<file path="src/hdl/pha_pkg.sv">
// shared types, constants and lookup tables for the pixel hsv adjust core
package pha_pkg;

    // working format: unsigned 1.16 fixed point, values 0..ONE inclusive
    localparam int FRAC = 16;
    localparam int CW = FRAC + 1;
    localparam logic [CW-1:0] ONE = 17'h10000;

    // hue numerator and six times the chroma span fit in 19 bits
    localparam int HW = 19;

    typedef logic [CW-1:0] chan_t;
    typedef logic [2:0][CW-1:0] rgb_t;
    typedef logic [CW-1:0] lut_t [256];

    typedef struct packed {
        logic [7:0] red_in;
        logic [7:0] green_in;
        logic [7:0] blue_in;
        logic [7:0] alpha_in;
    } pixel_in_t;

    typedef struct packed {
        logic [7:0] red_out;
        logic [7:0] green_out;
        logic [7:0] blue_out;
        logic [7:0] alpha_out;
    } pixel_out_t;

    // configuration register indexes
    typedef enum logic [2:0] {
        REG_HUE_SETTING     = 3'd0,
        REG_SATURATION_GAIN = 3'd1,
        REG_VALUE_GAIN      = 3'd2,
        REG_BLEND_WEIGHT    = 3'd3,
        REG_SOURCE_IS_SRGB  = 3'd4
    } cfg_index_t;

    typedef struct packed {
        logic [16:0] hue_setting;
        logic [15:0] saturation_gain;
        logic [15:0] value_gain;
        logic [16:0] blend_weight;
        logic        source_is_srgb;
    } cfg_t;

    // data that rides along the divider stages
    typedef struct packed {
        rgb_t       lin;
        chan_t      mx;
        logic [7:0] alpha;
        logic       grey;
    } side_t;

    typedef struct packed {
        side_t         side;
        logic [HW-1:0] hue_num;
        logic [HW-1:0] hue_den;
        chan_t         sat_num;
    } div_in_t;

    typedef struct packed {
        side_t       side;
        logic [15:0] hue;
        chan_t       sat;
    } hsv_t;

    // srgb to linear decode, units 2^-16
    function automatic lut_t build_srgb_lut();
        lut_t        lut;
        logic [63:0] t;
        logic [63:0] s;
        logic [63:0] lo;
        logic [63:0] hi;
        logic [63:0] mid;
        logic [63:0] m2;
        logic [63:0] m4;
        logic [63:0] m5;
        logic [63:0] lin;
        for (int i = 0; i < 256; i++) begin
            if (i <= 10) begin
                lut[i] = CW'((64'(i) * 64'd6553600 + 64'd164730) / 64'd329460);
            end else if (i == 255) begin
                lut[i] = ONE;
            end else begin
                t = (64'(1000 * i + 14025) << 32) / 64'd269025;
                s = (t * t) >> 32;
                lo = 64'd0;
                hi = 64'hFFFF_FFFF;
                // largest q32 value whose fifth power stays at or below s
                while (lo < hi) begin
                    mid = lo + ((hi - lo + 64'd1) >> 1);
                    m2 = (mid * mid) >> 32;
                    m4 = (m2 * m2) >> 32;
                    m5 = (m4 * mid) >> 32;
                    if (m5 <= s) begin
                        lo = mid;
                    end else begin
                        hi = mid - 64'd1;
                    end
                end
                lin = (s * lo) >> 32;
                lut[i] = CW'((lin + 64'd32768) >> 16);
            end
        end
        return lut;
    endfunction

    // plain byte to 1.16, rounded
    function automatic lut_t build_plain_lut();
        lut_t lut;
        for (int i = 0; i < 256; i++) begin
            lut[i] = CW'((64'(i) * 64'd131072 + 64'd255) / 64'd510);
        end
        return lut;
    endfunction

    localparam lut_t SRGB_LUT = build_srgb_lut();
    localparam lut_t PLAIN_LUT = build_plain_lut();

endpackage

</file>
<file path="src/hdl/pha_hsdiv.sv">
// pipelined restoring dividers for hue and saturation, one quotient bit per stage
module pha_hsdiv (
    input  logic              clk,
    input  logic              rst_n,
    input  logic              en,
    input  logic              in_valid,
    input  pha_pkg::div_in_t  din,
    output logic              out_valid,
    output pha_pkg::hsv_t     dout
);

    localparam int STEPS = pha_pkg::CW;
    localparam int RW = pha_pkg::HW + 1;
    localparam int LAST = STEPS - 1;

    logic                   v_reg    [STEPS];
    logic [RW-1:0]          hrem_reg [STEPS];
    logic [RW-1:0]          srem_reg [STEPS];
    logic [pha_pkg::HW-1:0] hden_reg [STEPS];
    logic [STEPS-1:0]       hq_reg   [STEPS];
    logic [STEPS-1:0]       sq_reg   [STEPS];
    pha_pkg::side_t         side_reg [STEPS];

    for (genvar k = 0; k < STEPS; k++)
    begin : g_step
        logic [RW-1:0]          hrem_next;
        logic [RW-1:0]          srem_next;
        logic [RW-1:0]          hden_w;
        logic [RW-1:0]          sden_w;
        logic [pha_pkg::HW-1:0] hden_next;
        logic [STEPS-1:0]       hq_next;
        logic [STEPS-1:0]       sq_next;
        pha_pkg::side_t         side_next;
        logic                   v_next;

        // first step takes the dividend as is, later ones shift the remainder
        if (k == 0)
        begin : g_first
            assign hrem_next = RW'(din.hue_num);
            assign srem_next = RW'(din.sat_num);
            assign hden_next = din.hue_den;
            assign hq_next = '0;
            assign sq_next = '0;
            assign side_next = din.side;
            assign v_next = in_valid;
        end
        else
        begin : g_next
            assign hrem_next = {hrem_reg[k-1][RW-2:0], 1'b0};
            assign srem_next = {srem_reg[k-1][RW-2:0], 1'b0};
            assign hden_next = hden_reg[k-1];
            assign hq_next = hq_reg[k-1];
            assign sq_next = sq_reg[k-1];
            assign side_next = side_reg[k-1];
            assign v_next = v_reg[k-1];
        end

        assign hden_w = RW'(hden_next);
        assign sden_w = RW'(side_next.mx);

        always_ff @(posedge clk or negedge rst_n)
        begin
            if (!rst_n)
            begin
                v_reg[k] <= 1'b0;
            end
            else if (en)
            begin
                v_reg[k] <= v_next;
            end
        end

        // compare and subtract, one quotient bit per lane
        always_ff @(posedge clk)
        begin
            if (en)
            begin
                hden_reg[k] <= hden_next;
                side_reg[k] <= side_next;
                if (hrem_next >= hden_w)
                begin
                    hrem_reg[k] <= hrem_next - hden_w;
                    hq_reg[k] <= {hq_next[STEPS-2:0], 1'b1};
                end
                else
                begin
                    hrem_reg[k] <= hrem_next;
                    hq_reg[k] <= {hq_next[STEPS-2:0], 1'b0};
                end
                if (srem_next >= sden_w)
                begin
                    srem_reg[k] <= srem_next - sden_w;
                    sq_reg[k] <= {sq_next[STEPS-2:0], 1'b1};
                end
                else
                begin
                    srem_reg[k] <= srem_next;
                    sq_reg[k] <= {sq_next[STEPS-2:0], 1'b0};
                end
            end
        end
    end

    // grey texel forces hue and saturation to zero
    always_comb
    begin
        dout.side = side_reg[LAST];
        if (side_reg[LAST].grey)
        begin
            dout.hue = '0;
            dout.sat = '0;
        end
        else
        begin
            dout.hue = hq_reg[LAST][15:0];
            dout.sat = sq_reg[LAST];
        end
    end

    assign out_valid = v_reg[LAST];

`ifndef ASSERT_OFF
    a_hue_rem: assert property (@(posedge clk) disable iff (!rst_n)
        v_reg[LAST] && !side_reg[LAST].grey |-> hrem_reg[LAST] < RW'(hden_reg[LAST]))
        else $error("hue remainder not below divisor");
    a_sat_rem: assert property (@(posedge clk) disable iff (!rst_n)
        v_reg[LAST] && !side_reg[LAST].grey |-> srem_reg[LAST] < RW'(side_reg[LAST].mx))
        else $error("saturation remainder not below divisor");
    a_hue_range: assert property (@(posedge clk) disable iff (!rst_n)
        v_reg[LAST] && !side_reg[LAST].grey |-> !hq_reg[LAST][STEPS-1])
        else $error("hue quotient reached one");
`endif

endmodule

</file>
<file path="config.mk">
export PLATFORM = sky130hd
export DESIGN_NAME = pha_hsdiv
export DESIGN_NICKNAME = d
export VERILOG_FILES = /design/src/hdl/pha_pkg.sv /design/src/hdl/pha_hsdiv.sv
export SDC_FILE = /design/constraint.sdc
export NUM_CORES = 2
export LEC_CHECK = 0
export ABC_AREA = 0
export BUFFER_PORTS_ARGS = -buffer_cell sky130_fd_sc_hd__buf_4
export CORE_ASPECT_RATIO = 0.5
export CORE_UTILIZATION = 29
export CTS_BUF_LIST = sky130_fd_sc_hd__clkbuf_4 sky130_fd_sc_hd__clkbuf_8 sky130_fd_sc_hd__clkbuf_16
export DETAILED_ROUTE_END_ITERATION = 10
export SLEW_MARGIN = 25
export SYNTH_ARGS = -nofsm -noshare
export SYNTH_HDL_FRONTEND = slang
export SYNTH_SLANG_ARGS = --single-unit
export TNS_END_PERCENT = 100
</file>
<file path="constraint.sdc">
create_clock -name clk -period 4.4 [get_ports clk]
set_input_delay 0.44 -clock clk [delete_from_list [all_inputs] [get_ports clk]]
set_output_delay 0.44 -clock clk [all_outputs]
set_load 0.01 [all_outputs]
</file>
Word-level counts from Yosys, hierarchy flattened
Memories as Yosys holds them, arrays and structs flattened.
Cells that the tools add are included.

word-level totals
  output and inout bits = 111
  word-level logic and storage cells = 434
  RAM bits = 2890
  bits in registers = 17
  memories = 6
  bits of input ports = 136

memories
  name      depth  width  rd ports  clocked after memory_dff  wr ports  line             RTL
  side_reg  17     77     17        0                         17        pha_hsdiv.sv:22  pha_pkg::side_t side_reg [STEPS];
  hrem_reg  17     20     16        0                         17        pha_hsdiv.sv:17  logic [RW-1:0] hrem_reg [STEPS];
  srem_reg  17     20     16        0                         17        pha_hsdiv.sv:18  logic [RW-1:0] srem_reg [STEPS];
  hden_reg  17     19     16        0                         17        pha_hsdiv.sv:19  logic [pha_pkg::HW-1:0] hden_reg [STEPS];
  hq_reg    17     17     17        0                         17        pha_hsdiv.sv:20  logic [STEPS-1:0] hq_reg [STEPS];
  sq_reg    17     17     17        0                         17        pha_hsdiv.sv:21  logic [STEPS-1:0] sq_reg [STEPS];

cells by class
  $add $sub $neg = 34
  multiplexer cells = 275
  order comparisons = 34
  bitwise gates (word level) = 68

operators with widths
  cell                                                            count
  20-bit two-way mux                                              34
  17-bit two-way mux                                              34
  20-bit by 17-bit greater-or-equal comparator with 1-bit output  16
  20-bit by 19-bit greater-or-equal comparator with 1-bit output  16
  20-bit by 17-bit subtractor with 20-bit output                  16
  20-bit by 19-bit subtractor with 20-bit output                  16
  1-bit two-way mux                                               206
  1-bit OR                                                        68
  33-bit two-way mux                                              1
  19-bit by 19-bit subtractor with 20-bit output                  1
  19-bit greater-or-equal comparator                              1
  17-bit by 17-bit subtractor with 18-bit output                  1
  17-bit greater-or-equal comparator                              1

Depth between registers and ports, before layout
An unclocked memory read counts as a cell.

  word-level depth = 6
  depth in mapped cells = 13
  gate-level depth less buffers = 12

Worst setup path before layout
Ideal clock, no wire load.

  kind = input -> register
  from = input port din[36] (netlist name)
  to = memory hrem_reg[0][10] (netlist name), data pin
  path slack = 1198 ps
  stages = 13
  path buffers = 1
  data required time = 4138 ps
  setup time = 262 ps
  arrival time = 2940 ps
  cell sequence = inv_1 > ha_1 > inv_1 > fa_1 > nand3_1 > a21oi_1 > nor3_1 > o211ai_1 > nor3_1 > o21bai_1 > a211oi_4 > buf_6 > mux2_1

RTL lines
  what         line             RTL
  from (decl)  pha_hsdiv.sv:7   input pha_pkg::div_in_t din,
  to (decl)    pha_hsdiv.sv:17

==> qor.csv <==
stage,metric,value,unit
sta,Max-slew headroom,37.01,%
floorplan,area of the die,390300,um2
synth,most frequent cells after synthesis,"edfxtp_1 (2507), inv_1 (746), ha_1 (610)",
grt,GRT Util Overall,9.872,%
sta,unrepaired setup endpoints after global routing,no,
grt,initial antenna violation count,19,
worst_setup_path,Critical Path RT,5.02,ns
clock_tree,root buffer cell,clkbuf_16,
detailed_routing,total number of vias,61500,
synth,Post-Syn Area per Cell,13.98,um2
floorplan,Die Y,442.2,um
synth,Yosys warnings,0,
sta,Final setup viols,0,
clock_tree,H-tree depth,4,
worst_hold_path,Hold Crit Class,in -> reg,
synth,Cell variety after synth,80,
clock_tree,TritonCTS buffer count,241,
power,VDD IR max,0.3876,mV
detailed_routing,routed vias/inst,4.414,
status,status,"complete, no violations",
place,DP Wirelength,140300,um
power,Pleak,49.13,nW
detailed_routing,Detail Route Antenna Nets,0,
worst_setup_path,worst setup path category,reg -> reg,
clock_tree,cts repair resizes,0,
layout,Layout area overhead,15.90,%
synth,top_reg_cell synth,edfxtp_1,
sta,final hold vios,0,
worst_setup_path,Critical path origin,hden_reg[0][228]$_DFFE_PP_,
grt,total gr overflow,0,
worst_setup_path,"Arr. time, crit path",4.30,ns
worst_setup_path,Max Fanout on Critical Path,20,
synth,main area contributors after synthesis,"edfxtp_1 (67%), ha_1 (6.8%), mux2_2 (2.5%)",
sta,Setup Skew,0.06695,ns
detailed_routing,# DRC,0,
synth,mapped cell area,112400,um2
grt,pin count of the biggest net entering global routing,169,
layout,Nets,9379,
sta,Final min period,3.681,ns
clock_tree,CTS max path bufs,4,
synth,syn_nets,8820,
clock_tree,clock sinks,2526,
layout,post-layout util,33.81,%
clock_tree,# hold bufs at CTS,136,
place,I/O Buffers,246,
floorplan,Die W,882.5,um
grt,global-route wire length before repair,317700,um
synth,Synth area leader,edfxtp_1,
floorplan,Initial Util,29.17,%
detailed_routing,DR iter-0 viols,3570,
synth,post-synthesis cell count,8042,
worst_setup_path,Reg-to-Reg Start,hden_reg[0][228]$_DFFE_PP_,
sta,Worst-Margin Slew,0.9449,ns
worst_setup_path,Worst R2R Setup Slack,0.72,ns
floorplan,num ports,247,
synth,Post-synth EDFFs,2507,
worst_setup_path,worst setup path endpoint,hrem_reg[13][16]$_DFFE_PP_,
synth,"FF+latch count, synth",2526,
sta,max-slew violations,0,
synth,post-synthesis async set-or-reset flop share,0.6730,%
worst_setup_path,end of the worst register-to-register path,hrem_reg[13][16]$_DFFE_PP_,
power,pwr/cell area,599.5,nW/um2
clock_tree,Post-CTS Setup Repair Bufs,0,
worst_setup_path,crit end category,register,
detailed_routing,drt total wl,200700,um
synth,"Seq/Total Area, Yosys",67.39,%
synth,Synth top area share,66.97,%
clock_tree,worst-skew pair later-pin latency,0.88,ns
clock_tree,CTS tree,built,
worst_setup_path,reg2reg path depth,11,
synth,most common cell in the netlist,edfxtp_1,
floorplan,Core Box Area,385400,um2
worst_setup_path,CP Launch Type,register,
detailed_routing,DRT Pass-1 Iters,5,
sta,Max Clock Freq,271.7,MHz
layout,share of cells above drive strength 1,11.71,%
flow_run,Max Cap Viol,0,
sta,final setup TNS,0,ns
worst_hold_path,Hold Path Origin,din[91],
detailed_routing,routed len/inst,14.40,um
clock_tree,clk slew on worst S/H paths,0.06,ns
place,GP Congestion,0.8629,
grt,vias in the first global route,61920,
layout,max reg flops,1309,
floorplan,row cnt,161,
sta,fin crit share,83.65,%
[cell usage in the layout, fill, tap and decap left out, types with 245 or more instances in the layout]
| cell type | synthesis | routed |
|---|---|---|
| nor2_1 | 415 | 415 |
| xnor2_1 | 286 | 286 |
| inv_1 | 746 | 746 |
| o21ai_0 | 430 | 430 |
| a21oi_1 | 478 | 478 |
| ha_1 | 610 | 610 |
| mux2_2 | 250 | 250 |
| nand2_1 | 494 | 494 |
| clkbuf_16 | 0 | 245 |
| edfxtp_1 | 2507 | 2507 |
| buf_4 | 1 | 305 |
[cell families (layout without fill, tap and decap cells)]
group	after synthesis	count (layout)	synth area share, %
simple gates	1602	1602	6.751
compound gates	1635	1635	9.093
xor+xnor	477	477	3.717
mux	271	271	2.701
flops	2526	2526	67.39
fa+ha+maj	642	642	7.360
buf+inv	889	1635	2.992
other cells	0	10	0
[per-stage QoR]
| step | hold WS, ns | std cells | total power [mW] | area, um2 | worst slack, ns |
|---|---|---|---|---|---|
| 2_1_floorplan | 0.1444 | 8042 | 51.96 | 112400 | 1.198 |
| 3_3_place_gp | 0.3086 | 13360 | 57.09 | 121000 | 0.6124 |
| 3_5_place_dp | 0.3164 | 13360 | 57.68 | 121000 | 0.6326 |
| 4_1_cts | 0.1499 | 13920 | 78.87 | 130200 | 0.7456 |
| 5_1_grt | 0.1673 | 13930 | 82.91 | 130300 | 0.3910 |
| 6_report | 0.2583 | 13930 | 78.11 | 130300 | 0.7193 |
[cell type report]
type	count	area (um2)
Clock buffer	283	6447
Sequential cell	2526	75750
Tap cell	5134	6424
Multi-Input combinational cell	4627	33450
Antenna cell	10	25.02
Timing Repair Buffer	457	3970
Clock inverter	147	1413
Fill cell	36920	255100
Inverter	748	2808
[power by group]
group | leakage [nW] | switching, mW | total (mW) | internal, mW
clock | 3.89 | 8.87 | 20.6 | 11.7
sequential | 24.7 | 2.00 | 34.0 | 32.0
combinational | 20.6 | 12.7 | 23.5 | 10.8
[how the worst min path moves through the flow]
| stage | to | slack (ns) | cells past startpoint |
|---|---|---|---|
| final | side_reg[0][36]$_DFFE_PP_ | 0.26 | 2 |
| after global routing | side_reg[0][28]$_DFFE_PP_ | 0.17 | 2 |
| after CTS | side_reg[0][32]$_DFFE_PP_ | 0.15 | 2 |
| after detailed placement | out_valid$_DFFE_PN0P_ | 0.32 | 1 |
| after global placement | out_valid$_DFFE_PN0P_ | 0.31 | 1 |
| after floorplan | g_step[10].v_next$_DFFE_PN0P_ | 0.14 | 0 |
[layer usage]
layer	part of all wire, %	track usage [%]	vias up
met5	0	0	-
met4	4.3	4.420	0
met3	3.6	1.671	485
met2	50	17.91	1036
met1	42	11.39	29130
li1	-	-	30850
[worst max-delay path: stages (launching register included)]
cell and delay [ns]:
edfxtp_1 0.40, inv_1 0.10, fa_1 0.43, a21oi_1 0.20, o211ai_1 0.22, o41ai_1 0.69
a21oi_1 0.15, o211ai_1 0.28, a31oi_1 0.13, nor3_2 0.16, buf_4 0.28, mux2_2 0.37
Power figures use the tool's default switching activity.
